<file path="config.mk">
export PLATFORM = sky130hd
export DESIGN_NAME = ir_pulse_distance_transmitter
export DESIGN_NICKNAME = d
export VERILOG_FILES = /design/src/rtl/core/irpdt_pkg.sv /design/src/rtl/core/irpdt_engine.sv /design/src/rtl/core/ir_pulse_distance_transmitter.sv
export SDC_FILE = /design/constraint.sdc
export NUM_CORES = 1
export LEC_CHECK = 0
export BUFFER_PORTS_ARGS = -buffer_cell sky130_fd_sc_hd__buf_2
export CORE_MARGIN = 10
export CORE_UTILIZATION = 50
export DETAILED_ROUTE_END_ITERATION = 8
export GPL_TIMING_DRIVEN = 0
export PLACE_DENSITY_LB_ADDON = 0.2
export SETUP_SLACK_MARGIN = 0.5
export SLEW_MARGIN = 15
export SYNTH_ARGS = -nofsm -noshare
export SYNTH_HDL_FRONTEND = slang
export SYNTH_SLANG_ARGS = --single-unit
</file>
<file path="constraint.sdc">
create_clock -name i_clk -period 7.7 [get_ports i_clk]
set_clock_uncertainty 0.1 [all_clocks]
set_input_delay 1.155 -clock i_clk [delete_from_list [all_inputs] [get_ports i_clk]]
set_output_delay 1.155 -clock i_clk [all_outputs]
set_load 0.05 [all_outputs]
</file>
<file path="src/rtl/core/irpdt_pkg.sv">
// Package for the IR pulse-distance transmitter: sizes, phase codes,
// register map, reset values and the structs shared by the core files.
// No dependencies.
`timescale 1ns / 1ps

package irpdt_pkg;

    localparam int MAX_FRAME_BITS   = 64;
    localparam int TICK_COUNT_WIDTH = 16;

    localparam int FRAME_BITS_W = 64;   // input field width
    localparam int SEG_LEN_W    = 16;   // segment length register width
    localparam int BIT_COUNT_W  = 7;
    localparam int REPEATS_W    = 4;
    localparam int BITS_LEFT_W  = $clog2(MAX_FRAME_BITS + 1);
    localparam int LEN_CMP_W    = (TICK_COUNT_WIDTH > SEG_LEN_W) ? TICK_COUNT_WIDTH : SEG_LEN_W;

    localparam int APB_ADDR_W = 5;
    localparam int APB_DATA_W = 32;
    localparam int REG_IDX_W  = 3;

    // register indexes
    localparam logic [REG_IDX_W-1:0] REG_LEADER_MARK  = 3'd0;
    localparam logic [REG_IDX_W-1:0] REG_LEADER_SPACE = 3'd1;
    localparam logic [REG_IDX_W-1:0] REG_BIT_MARK     = 3'd2;
    localparam logic [REG_IDX_W-1:0] REG_ONE_SPACE    = 3'd3;
    localparam logic [REG_IDX_W-1:0] REG_ZERO_SPACE   = 3'd4;
    localparam logic [REG_IDX_W-1:0] REG_STOP_SPACE   = 3'd5;
    localparam logic [REG_IDX_W-1:0] REG_BIT_COUNT    = 3'd6;
    localparam logic [REG_IDX_W-1:0] REG_REPEATS      = 3'd7;

    localparam logic [SEG_LEN_W-1:0]   RST_LEADER_MARK  = 16'd338;
    localparam logic [SEG_LEN_W-1:0]   RST_LEADER_SPACE = 16'd338;
    localparam logic [SEG_LEN_W-1:0]   RST_BIT_MARK     = 16'd41;
    localparam logic [SEG_LEN_W-1:0]   RST_ONE_SPACE    = 16'd124;
    localparam logic [SEG_LEN_W-1:0]   RST_ZERO_SPACE   = 16'd41;
    localparam logic [SEG_LEN_W-1:0]   RST_STOP_SPACE   = 16'd401;
    localparam logic [BIT_COUNT_W-1:0] RST_BIT_COUNT    = 7'd48;
    localparam logic [REPEATS_W-1:0]   RST_REPEATS      = 4'd2;

    localparam logic OP_TICK  = 1'b0;
    localparam logic OP_START = 1'b1;

    typedef enum logic [2:0] {
        PH_IDLE   = 3'd0,
        PH_LMARK  = 3'd1,
        PH_LSPACE = 3'd2,
        PH_BMARK  = 3'd3,
        PH_BSPACE = 3'd4,
        PH_SMARK  = 3'd5,
        PH_SSPACE = 3'd6
    } t_phase;

    typedef struct packed {
        logic [SEG_LEN_W-1:0]   leader_mark;
        logic [SEG_LEN_W-1:0]   leader_space;
        logic [SEG_LEN_W-1:0]   bit_mark;
        logic [SEG_LEN_W-1:0]   one_space;
        logic [SEG_LEN_W-1:0]   zero_space;
        logic [SEG_LEN_W-1:0]   stop_space;
        logic [BIT_COUNT_W-1:0] frame_bit_count;
        logic [REPEATS_W-1:0]   frame_repeats;
    } t_cfg;

    typedef struct packed {
        logic ir_out;
        logic busy_res;
        logic start_refused;
        logic sequence_done;
    } t_result;

endpackage

</file>
<file path="src/rtl/core/irpdt_engine.sv">
// Frame sequencer: phase, tick counter, shift register and counts.
// Updates state on each accepted transaction and returns its result combinationally.
// Depends on irpdt_pkg.
`timescale 1ns / 1ps

module irpdt_engine
    import irpdt_pkg::*;
(
    input  logic                    i_clk,
    input  logic                    i_rst_n,
    input  logic                    i_fire,
    input  logic                    i_op,
    input  logic [FRAME_BITS_W-1:0] i_frame_bits,
    input  t_cfg                    i_cfg,
    output t_result                 o_res
);

    localparam logic [TICK_COUNT_WIDTH-1:0] CNT_MAX = {TICK_COUNT_WIDTH{1'b1}};
    localparam logic [LEN_CMP_W-1:0] CNT_MAX_EXT = LEN_CMP_W'(CNT_MAX);

    t_phase                      r_phase, n_phase;
    logic [TICK_COUNT_WIDTH-1:0] r_tick, n_tick;
    logic [MAX_FRAME_BITS-1:0]   r_shift, n_shift;
    logic [MAX_FRAME_BITS-1:0]   r_frame, n_frame;
    logic [BITS_LEFT_W-1:0]      r_bits_left, n_bits_left;
    logic [BITS_LEFT_W-1:0]      r_frame_len, n_frame_len;
    logic [REPEATS_W-1:0]        r_repeats, n_repeats;
    logic                        r_pin, n_pin;

    t_phase                      phase_cur;
    logic                        busy;
    logic [SEG_LEN_W-1:0]        len_raw;
    logic [LEN_CMP_W-1:0]        len_eff;
    logic [TICK_COUNT_WIDTH-1:0] tick_inc;
    logic                        seg_end;
    logic [BITS_LEFT_W-1:0]      start_len;
    logic [BITS_LEFT_W-1:0]      start_sh;
    logic [MAX_FRAME_BITS-1:0]   start_data;
    logic [BITS_LEFT_W-1:0]      bits_dec;
    logic [REPEATS_W-1:0]        rep_dec;
    logic                        refused;
    logic                        done;

    // segment length, end-of-segment detect, start frame setup and count decrements
    always_comb begin
        case (r_phase)
            PH_IDLE, PH_LMARK, PH_LSPACE, PH_BMARK,
            PH_BSPACE, PH_SMARK, PH_SSPACE: phase_cur = r_phase;
            default:                        phase_cur = PH_IDLE;
        endcase
        busy = (phase_cur != PH_IDLE);

        case (phase_cur)
            PH_LMARK:  len_raw = i_cfg.leader_mark;
            PH_LSPACE: len_raw = i_cfg.leader_space;
            PH_BMARK:  len_raw = i_cfg.bit_mark;
            PH_BSPACE: len_raw = r_shift[MAX_FRAME_BITS-1] ? i_cfg.one_space
                                                           : i_cfg.zero_space;
            PH_SMARK:  len_raw = i_cfg.bit_mark;
            default:   len_raw = i_cfg.stop_space;
        endcase
        // zero acts as one, clip to counter range
        len_eff = (len_raw == '0) ? LEN_CMP_W'(1) : LEN_CMP_W'(len_raw);
        if (len_eff > CNT_MAX_EXT) begin
            len_eff = CNT_MAX_EXT;
        end

        tick_inc = (r_tick != CNT_MAX) ? r_tick + 1'b1 : r_tick;
        seg_end  = (LEN_CMP_W'(tick_inc) >= len_eff);

        if (i_cfg.frame_bit_count > BIT_COUNT_W'(MAX_FRAME_BITS)) begin
            start_len = BITS_LEFT_W'(MAX_FRAME_BITS);
        end else begin
            start_len = BITS_LEFT_W'(i_cfg.frame_bit_count);
        end
        start_sh   = BITS_LEFT_W'(MAX_FRAME_BITS) - start_len;
        start_data = (start_len != '0) ? (i_frame_bits[MAX_FRAME_BITS-1:0] << start_sh) : '0;

        bits_dec = (r_bits_left != '0) ? r_bits_left - 1'b1 : r_bits_left;
        rep_dec  = (r_repeats != '0) ? r_repeats - 1'b1 : r_repeats;
    end

    // next state
    always_comb begin
        n_phase     = phase_cur;
        n_tick      = r_tick;
        n_shift     = r_shift;
        n_frame     = r_frame;
        n_bits_left = r_bits_left;
        n_frame_len = r_frame_len;
        n_repeats   = r_repeats;
        n_pin       = r_pin;
        refused     = 1'b0;
        done        = 1'b0;

        if (i_op == OP_START) begin
            if (busy) begin
                refused = 1'b1;
            end else begin
                n_frame     = start_data;
                n_frame_len = start_len;
                n_repeats   = (i_cfg.frame_repeats == '0) ? REPEATS_W'(1) : i_cfg.frame_repeats;
                n_shift     = start_data;
                n_bits_left = start_len;
                n_phase     = PH_LMARK;
                n_tick      = '0;
            end
        end else if (!busy) begin
            n_pin = 1'b1;
        end else begin
            if (phase_cur == PH_LMARK || phase_cur == PH_BMARK || phase_cur == PH_SMARK) begin
                n_pin = ~r_pin;
            end else begin
                n_pin = 1'b1;
            end
            n_tick = tick_inc;
            if (seg_end) begin
                n_tick = '0;
                case (phase_cur)
                    PH_LMARK:  n_phase = PH_LSPACE;
                    PH_LSPACE: n_phase = (r_bits_left != '0) ? PH_BMARK : PH_SMARK;
                    PH_BMARK:  n_phase = PH_BSPACE;
                    PH_BSPACE: begin
                        n_shift     = r_shift << 1;
                        n_bits_left = bits_dec;
                        n_phase     = (bits_dec != '0) ? PH_BMARK : PH_SMARK;
                    end
                    PH_SMARK:  n_phase = PH_SSPACE;
                    default: begin
                        n_repeats = rep_dec;
                        if (rep_dec != '0) begin
                            // next repeat of the frame
                            n_shift     = r_frame;
                            n_bits_left = r_frame_len;
                            n_phase     = PH_LMARK;
                        end else begin
                            n_phase = PH_IDLE;
                            done    = 1'b1;
                        end
                    end
                endcase
            end
        end
    end

    always_comb begin
        o_res.ir_out        = n_pin;
        o_res.busy_res      = (n_phase != PH_IDLE);
        o_res.start_refused = refused;
        o_res.sequence_done = done;
    end

    always_ff @(posedge i_clk) begin
        if (!i_rst_n) begin
            r_phase     <= PH_IDLE;
            r_tick      <= '0;
            r_shift     <= '0;
            r_frame     <= '0;
            r_bits_left <= '0;
            r_frame_len <= '0;
            r_repeats   <= '0;
            r_pin       <= 1'b1;
        end else if (i_fire) begin
            r_phase     <= n_phase;
            r_tick      <= n_tick;
            r_shift     <= n_shift;
            r_frame     <= n_frame;
            r_bits_left <= n_bits_left;
            r_frame_len <= n_frame_len;
            r_repeats   <= n_repeats;
            r_pin       <= n_pin;
        end
    end

endmodule

</file>
<file path="src/rtl/core/ir_pulse_distance_transmitter.sv">
// Output: the result is registered into the output register, or into the skid entry while a result waits there.
// Throughput: one transaction per cycle; a two-entry output stage keeps input
// open while one result waits. Input stalls only when both entries are full.
// Reset (synchronous, active low): sequencer idle, pin high, output empty,
// registers back to their defaults. No clearing pass.
// Top level: APB register file, sequencer engine and output skid stage.
// Depends on irpdt_pkg and irpdt_engine.
`timescale 1ns / 1ps

module ir_pulse_distance_transmitter
    import irpdt_pkg::*;
(
    input  logic                    i_clk,
    input  logic                    i_rst_n,
    // APB configuration
    input  logic                    psel,
    input  logic                    penable,
    input  logic                    pwrite,
    input  logic [APB_ADDR_W-1:0]   paddr,
    input  logic [APB_DATA_W-1:0]   pwdata,
    output logic [APB_DATA_W-1:0]   prdata,
    output logic                    pready,
    // input channel
    input  logic                    i_valid,
    output logic                    o_ready,
    input  logic                    i_op,
    input  logic [FRAME_BITS_W-1:0] i_frame_bits,
    // result channel
    output logic                    o_valid,
    input  logic                    i_ready,
    output logic                    o_ir_out,
    output logic                    o_busy_res,
    output logic                    o_start_refused,
    output logic                    o_sequence_done
);

    t_cfg                 r_cfg;
    logic [REG_IDX_W-1:0] reg_idx;
    logic                 cfg_wr;
    logic                 in_fire;
    logic                 out_fire;
    t_result              res;
    t_result              r_out, r_skid;
    logic                 r_out_valid, r_skid_valid;

    assign pready  = 1'b1;
    assign reg_idx = paddr[APB_ADDR_W-1:2];
    assign cfg_wr  = psel && penable && pwrite && pready;

    always_ff @(posedge i_clk) begin
        if (!i_rst_n) begin
            r_cfg.leader_mark     <= RST_LEADER_MARK;
            r_cfg.leader_space    <= RST_LEADER_SPACE;
            r_cfg.bit_mark        <= RST_BIT_MARK;
            r_cfg.one_space       <= RST_ONE_SPACE;
            r_cfg.zero_space      <= RST_ZERO_SPACE;
            r_cfg.stop_space      <= RST_STOP_SPACE;
            r_cfg.frame_bit_count <= RST_BIT_COUNT;
            r_cfg.frame_repeats   <= RST_REPEATS;
        end else if (cfg_wr) begin
            case (reg_idx)
                REG_LEADER_MARK:  r_cfg.leader_mark     <= pwdata[SEG_LEN_W-1:0];
                REG_LEADER_SPACE: r_cfg.leader_space    <= pwdata[SEG_LEN_W-1:0];
                REG_BIT_MARK:     r_cfg.bit_mark        <= pwdata[SEG_LEN_W-1:0];
                REG_ONE_SPACE:    r_cfg.one_space       <= pwdata[SEG_LEN_W-1:0];
                REG_ZERO_SPACE:   r_cfg.zero_space      <= pwdata[SEG_LEN_W-1:0];
                REG_STOP_SPACE:   r_cfg.stop_space      <= pwdata[SEG_LEN_W-1:0];
                REG_BIT_COUNT:    r_cfg.frame_bit_count <= pwdata[BIT_COUNT_W-1:0];
                REG_REPEATS:      r_cfg.frame_repeats   <= pwdata[REPEATS_W-1:0];
                default: ;
            endcase
        end
    end

    always_comb begin
        case (reg_idx)
            REG_LEADER_MARK:  prdata = APB_DATA_W'(r_cfg.leader_mark);
            REG_LEADER_SPACE: prdata = APB_DATA_W'(r_cfg.leader_space);
            REG_BIT_MARK:     prdata = APB_DATA_W'(r_cfg.bit_mark);
            REG_ONE_SPACE:    prdata = APB_DATA_W'(r_cfg.one_space);
            REG_ZERO_SPACE:   prdata = APB_DATA_W'(r_cfg.zero_space);
            REG_STOP_SPACE:   prdata = APB_DATA_W'(r_cfg.stop_space);
            REG_BIT_COUNT:    prdata = APB_DATA_W'(r_cfg.frame_bit_count);
            REG_REPEATS:      prdata = APB_DATA_W'(r_cfg.frame_repeats);
            default:          prdata = '0;
        endcase
    end

    assign o_ready  = !r_skid_valid;
    assign in_fire  = i_valid && o_ready;
    assign out_fire = r_out_valid && i_ready;

    irpdt_engine u_engine (
        .i_clk        (i_clk),
        .i_rst_n      (i_rst_n),
        .i_fire       (in_fire),
        .i_op         (i_op),
        .i_frame_bits (i_frame_bits),
        .i_cfg        (r_cfg),
        .o_res        (res)
    );

    // output register with skid entry
    always_ff @(posedge i_clk) begin
        if (!i_rst_n) begin
            r_out_valid  <= 1'b0;
            r_skid_valid <= 1'b0;
        end else if (out_fire || !r_out_valid) begin
            r_out_valid  <= r_skid_valid || in_fire;
            r_skid_valid <= 1'b0;
        end else if (in_fire) begin
            r_skid_valid <= 1'b1;
        end
    end

    always_ff @(posedge i_clk) begin
        if (out_fire || !r_out_valid) begin
            r_out <= r_skid_valid ? r_skid : res;
        end else if (in_fire) begin
            r_skid <= res;
        end
    end

    assign o_valid         = r_out_valid;
    assign o_ir_out        = r_out.ir_out;
    assign o_busy_res      = r_out.busy_res;
    assign o_start_refused = r_out.start_refused;
    assign o_sequence_done = r_out.sequence_done;

endmodule

</file>
; After elaboration in Yosys (flattened, before gate mapping)
; Cells that the tools add are included.
[op_classes]
div = 0
order_cmp = 3
mux = 52
multipliers = 0
n_reduce_logical = 42
bitwise = 4
n_addsub = 4
eq_ne = 22
shift = 1
[ops]
columns = op, n
row1 = $mux 64, 6
row2 = $pmux 32 s8, 1
row3 = $mux 16, 8
row4 = $pmux 64 s2, 1
row5 = $pmux 16 s4, 1
row6 = $shl 64x7->64, 1
row7 = $mux 7, 7
row8 = $mux 4, 8
row9 = $eq 3x3->1 const B, 9
row10 = $mux 3, 7
row11 = $reduce_bool 7->1, 3
row12 = $eq 3x2->1 const B, 6
row13 = $reduce_and 2->1, 9
row14 = $add 16x1->16 const B, 1
row15 = $ge 16x16->1, 1
row16 = $gt 16x16->1 const B, 1
row17 = $logic_not 16->1, 1
row18 = $ne 16x16->1 const B, 1
row19 = $pmux 3 s5, 1
row20 = $pmux 7 s2, 1
row21 = $mux 1, 11
row22 = $eq 3x1->1 const B, 3
row23 = $reduce_bool 3->1, 3
row24 = $reduce_bool 4->1, 2
row25 = 20 further kinds, 35
[totals]
rom_bits = 0
regBits = 283
output_inout_bits = 39
in_bits = 109
ramBits = 0
latch_bits = 0
mem_count = 0

; Longest topological paths before layout
[depth]
ltp_word = 16
ltp_mapped = 22
depth_no_buf = 17

; Modules after synthesis
; Synthesis repeated with hierarchy kept, for this count alone.
[unflattened]
cells_unflattened = 2563
area_unflattened_um2 = 20053.0
[modules_own_cells]
columns = module, cells_each, instances, area_each_um2, seq_area_each_um2
row1 = irpdt_engine, 1891, 1, 14555.2, 3323.2
row2 = ir_pulse_distance_transmitter, 672, 1, 5497.8, 2422.3

; Worst setup path before layout
; Ideal clock, no wire load.
[synth_timing]
path_kind = input -> output
from = input paddr[3]
to = output prdata[4]
stages = 7
arrival_ns = 3.368
slack_ns = 3.077
path_cell_list = clkbuf_1 > inv_1 > clkbuf_1 > nor2_1 > clkbuf_1 > a21oi_1 > o21ai_0
[synth_between]
elab_chain_cells = 2
elab_cells_between_ends = 9
classes_between = eq/ne: 7 / mux: 1 / reduce/logical: 1
[synth_rtl]
columns = element, line
row1 = start: declaration, ir_pulse_distance_transmitter.sv:19  ; input logic [APB_ADDR_W-1:0] paddr,
row2 = $eq 3x3->1 (tied with other cells), ir_pulse_distance_transmitter.sv:76  ; case (reg_idx)
row3 = $pmux 32 s8 (*), ir_pulse_distance_transmitter.sv:76
row4 = end: declaration, ir_pulse_distance_transmitter.sv:21  ; output logic [APB_DATA_W-1:0] prdata,
; Every way passes the cells marked *; elsewhere a longest branch is shown, timed or not. The select of a mux whose other input is x is not followed.

; Final worst setup path
[layout_timing]
from = register u_engine.r_shift[63]
to = register u_engine.r_shift[63]
[layout_between]
elab_chain_cells = 9
[layout_rtl]
columns = element, line
row1 = start: declaration, irpdt_engine.sv:23  ; logic [MAX_FRAME_BITS-1:0] r_shift, n_shift;
row2 = start signal: assignment, irpdt_engine.sv:166  ; r_shift <= n_shift;
row3 = $mux 16 (*), irpdt_engine.sv:57  ; PH_BSPACE: len_raw = r_shift[MAX_FRAME_BITS-1] ? i_cfg.one_space
row4 = $pmux 16 s4 (*), irpdt_engine.sv:53  ; case (phase_cur)
row5 = $logic_not 16->1, irpdt_engine.sv:63  ; len_eff = (len_raw == '0) ? LEN_CMP_W'(1) : LEN_CMP_W'(len_raw);
row6 = $mux 16 (*), irpdt_engine.sv:63
row7 = $gt 16x16->1, irpdt_engine.sv:64  ; if (len_eff > CNT_MAX_EXT) begin
row8 = $mux 16 (*), irpdt_engine.sv:64
row9 = $ge 16x16->1 (*), irpdt_engine.sv:69  ; seg_end = (LEN_CMP_W'(tick_inc) >= len_eff);
row10 = $reduce_bool 2->1 (no line) (*), -
row11 = $reduce_and 6->1 (no line) (*), -
; Every way passes the cells marked *; elsewhere a longest branch is shown, timed or not.
; A chain may end at the register's enable or synchronous reset.

==> flow_summary.yaml <==
timing:
  rsz0062_at_grt: "false"
  finalSetupTns_ps: 0
  max_freq_ghz: 0.146
  setup_viol: 0
  final.period_utilization_pct: 89.0
  period_minus_slack_ps: 6850
  maxSlewViolCount: 0
  slew_headroom_pct: 15.0
  tightest_slew_ps: 1270
  final_hold_viol_count: 0
worst_setup_path:
  r2r_setup_slack_ps: 850
  ff2ff_path_depth: 20
  end_kind: "register"
  crit_top_cell: "clkbuf_1"
  max_stage_delay_ps: 690
  worstPathMaxFanout: 10
  worstReg2RegEnd: "u_engine.r_shift[63]"
  crit_chain: "clkbuf_1 > clkbuf_1 > mux2_2 > o22ai_1 > o22ai_1 > o21ai_0 > nand4_1 > nor4_1 > nand2_1 > nand2_1 > ha_1 > nand2b_1 > a21oi_1 > o21ai_0 > a21o_1 > o21ai_1 > clkbuf_1 > clkbuf_1 > nand3_1 > o211ai_1"
  crit_start: "u_engine.r_shift[63]"
  path_depth: 20
  cp.arrival_ps: 7170
  crit_required_ps: 8020
  cp_top_family: "buffers and inverters"
  cp-endpoint: "u_engine.r_shift[63]"
  crit_buf_inv: 4
  crit_type: "register to register"
  worst_path_max_delay_cell: "clkbuf_1"
  timing.rr.start: "u_engine.r_shift[63]"
  setup.worst_path.start_class: "register"
synth:
  synth_cell_types: 97
  synth_area_leaders: "dfxtp_1, nand2_1, a21oi_1"
  synth_edf_count: 8
  yosys.area.top_type: "dfxtp_1"
  async_reset_ff_share_pct: 0
  yosysSeqAreaShare_pct: 29.6
  synth.most_common_cell: "nand2_1"
  synthCells: 2507
  yosys-top-cells-count: "nand2_1, a21oi_1, dfxtp_1"
  avgSynthCellArea_um2: 7.75
  netlist_area_um2: 19400
  ys.flop_type: "dfxtp_1"
  ys_ff_latch: 283
  synth_top_area_share_pct: 28.4
  ys_warn_count: 0
routing:
  num_vias: 22125
  drtIter0Drc: 3949
  avgViaCountPerCell: 6.91
  first_pass_iters: 8
  ant_nets: 0
  wl_per_cell_um: 28.6
  remaining_drc_errors: 0
  routed_wl_mm: 91.6
clocking:
  cts_buffers: 31
  cts_tree: "done"
  clk_latency_ps: 610
  cts_max_level: 1
  clkTransAtPathRegs_ps: 60
  hold_buffers: 0
  cts_sinks: 283
  cts_buffer_depth: 3
  postCtsSetupRepairBufs: 0
  postCtsResizedCells: 0
  cts-root-buf: "clkbuf_16"
placement:
  hpwlAfterDp_mm: 68.7
  finalWeightedCongestion: 1.04
  io_buffers: 105
power_and_ir_drop:
  switching_share_pct: 34.8
  clkPwrFrac_pct: 37.9
  power.share.combinational_pct: 25.3
  total_leakage_power_nw: 8.00
  power.total_w: 0.00422
  peakVddDrop_v: 0.000205
  power_switching_w: 0.00147
  p_seq_share_pct: 36.8
  power.internal_w: 0.00275
  powerDensity_nw_per_um2: 194
grt:
  track_usage_pct: 36.9
  grt_pass1_wl_mm: 133
  grt_overflow_total: 0
  grt_max_degree: 17
  grt_pass1_vias: 20255
  antenna_found_initial: 0
die:
  start_util_pct: 50.4
  die_w_um: 217
  io_pins: 148
  core_um2: 38600
  rows: 72
  die_area_um2: 47100
  fp.dieH_um: 217
run:
  max_cap_viol_count: 0
final_layout:
  syn2layout_area_growth_pct: 12.0
  drive_gt1_share_pct: 13.7
  fillCellCount: 3771
  finalNetCount: 2792
  final_util_pct: 56.4
  antenna_cells: 0
hold_path:
  hp-start: "u_engine.r_frame[21]"
  hp-class: "register to register"
status:
  outcome: "finished, final reports clean"
==> worst min path at each step <==
stage	end	slack, ps	cells after the start
after floorplan	u_engine.r_shift[26]	330	2
after global placement	u_engine.r_frame[21]	340	2
after detailed placement	u_engine.r_frame[21]	350	2
after CTS	u_engine.r_frame[21]	350	2
after global routing	u_engine.r_frame_len[5]	380	2
final	u_engine.r_frame[21]	350	2
==> sequential cells by signal (all words and copies together) (netlist names) <==
register	count
u_engine.r_frame_len	7
u_engine.r_phase	3
o_sequence_done	1
o_start_refused	1
u_engine.r_repeats	4
o_busy_res	1
u_engine.r_shift	64
u_engine.r_tick	16
u_engine.r_bits_left	7
r_skid_valid	1
u_engine.r_frame	64
u_engine.r_pin	1
o_ir_out	1
r_cfg	107
r_skid	4
o_valid	1
==> per-stage QoR <==
| stage | setup WS (ps) | instances | hold WS [ps] | area (µm²) |
|---|---|---|---|---|
| after floorplan | 3080 | 2522 | 330 | 19500 |
| after global placement | 1070 | 3145 | 338 | 20600 |
| after detailed placement | 1140 | 3145 | 346 | 20700 |
| after CTS | 1090 | 3202 | 355 | 21700 |
| after global routing | 782 | 3202 | 376 | 21700 |
| final | 849 | 3202 | 354 | 21700 |
==> cell usage in the layout, fill, tap and decap left out, types with 12 or more instances in the layout <==
master	netlist	final
mux2i_1	111	111
or3_1	23	23
buf_1	17	17
nand2_1	455	455
buf_4	31	31
inv_1	29	29
a22oi_1	25	25
clkbuf_16	0	32
o22ai_1	58	58
o211ai_1	25	25
mux2_2	36	36
nand4_1	12	12
nand2b_1	23	23
a211oi_1	45	45
conb_1	2	17
a21oi_1	294	294
and2_1	13	13
dfxtp_1	275	275
nor2_1	182	182
a221oi_1	21	21
and3_1	33	33
clkbuf_1	145	151
a31oi_1	21	21
buf_6	12	12
nand3_1	92	92
buf_2	25	130
nor4_1	14	14
o21ai_0	113	113
mux4_2	55	55
nor3_1	61	60
ha_1	23	23
==> power groups by stage <==
stage	Sequential [W]	Clock, W	Combinational [W]
2_1_floorplan	0.00159	0	0.000603
3_3_place_gp	0.00158	0	0.000997
3_5_place_dp	0.00158	0	0.00100
4_1_cts	0.00155	0.00158	0.00100
5_1_grt	0.00156	0.00165	0.00110
6_report	0.00155	0.00160	0.00107
==> routing by layer <==
layer	vias to the layer above	global-route usage [%]	wire length, µm
li1	9482	-	-
met1	10563	52.3	37200
met2	1829	51.8	37000
met3	251	11.4	13800
met4	0	12.7	3590
met5	-	0	0
==> worst min-delay path: stages (launching register included) <==
cell and delay, ps:
dfxtp_1 310, nand2_1 50, a21oi_1 50
==> logic make-up (layout without fill, tap and decap cells) <==
group                      count (synthesis)  in the layout  synth area share [%]
adders and majority gates                 23             23                  1.48
AOI/OAI and AO/OA                        761            761                  25.3
muxes                                    204            204                  14.4
xor gates and xnor gates                  17             17                 0.863
buffers and inverters                    267            429                  6.42
other                                      2             17                0.0387
and+or+nand+nor                          950            950                  21.8
DFF                                      283            283                  29.6
==> cell type report <==
| type | count | area (µm²) | share of cell area [%] |
|---|---|---|---|
| clock buffers | 45 | 920 | 4.23 |
| clock inverters | 12 | 159 | 0.731 |
| inverters | 33 | 126 | 0.581 |
| plain buffers | 234 | 1120 | 5.16 |
| repair buffers | 105 | 526 | 2.42 |
| multi-input cells | 1972 | 12500 | 57.5 |
| flip-flops and latches | 283 | 5750 | 26.4 |
| well taps | 518 | 648 | 2.98 |
(Power assumes the default switching activity.)
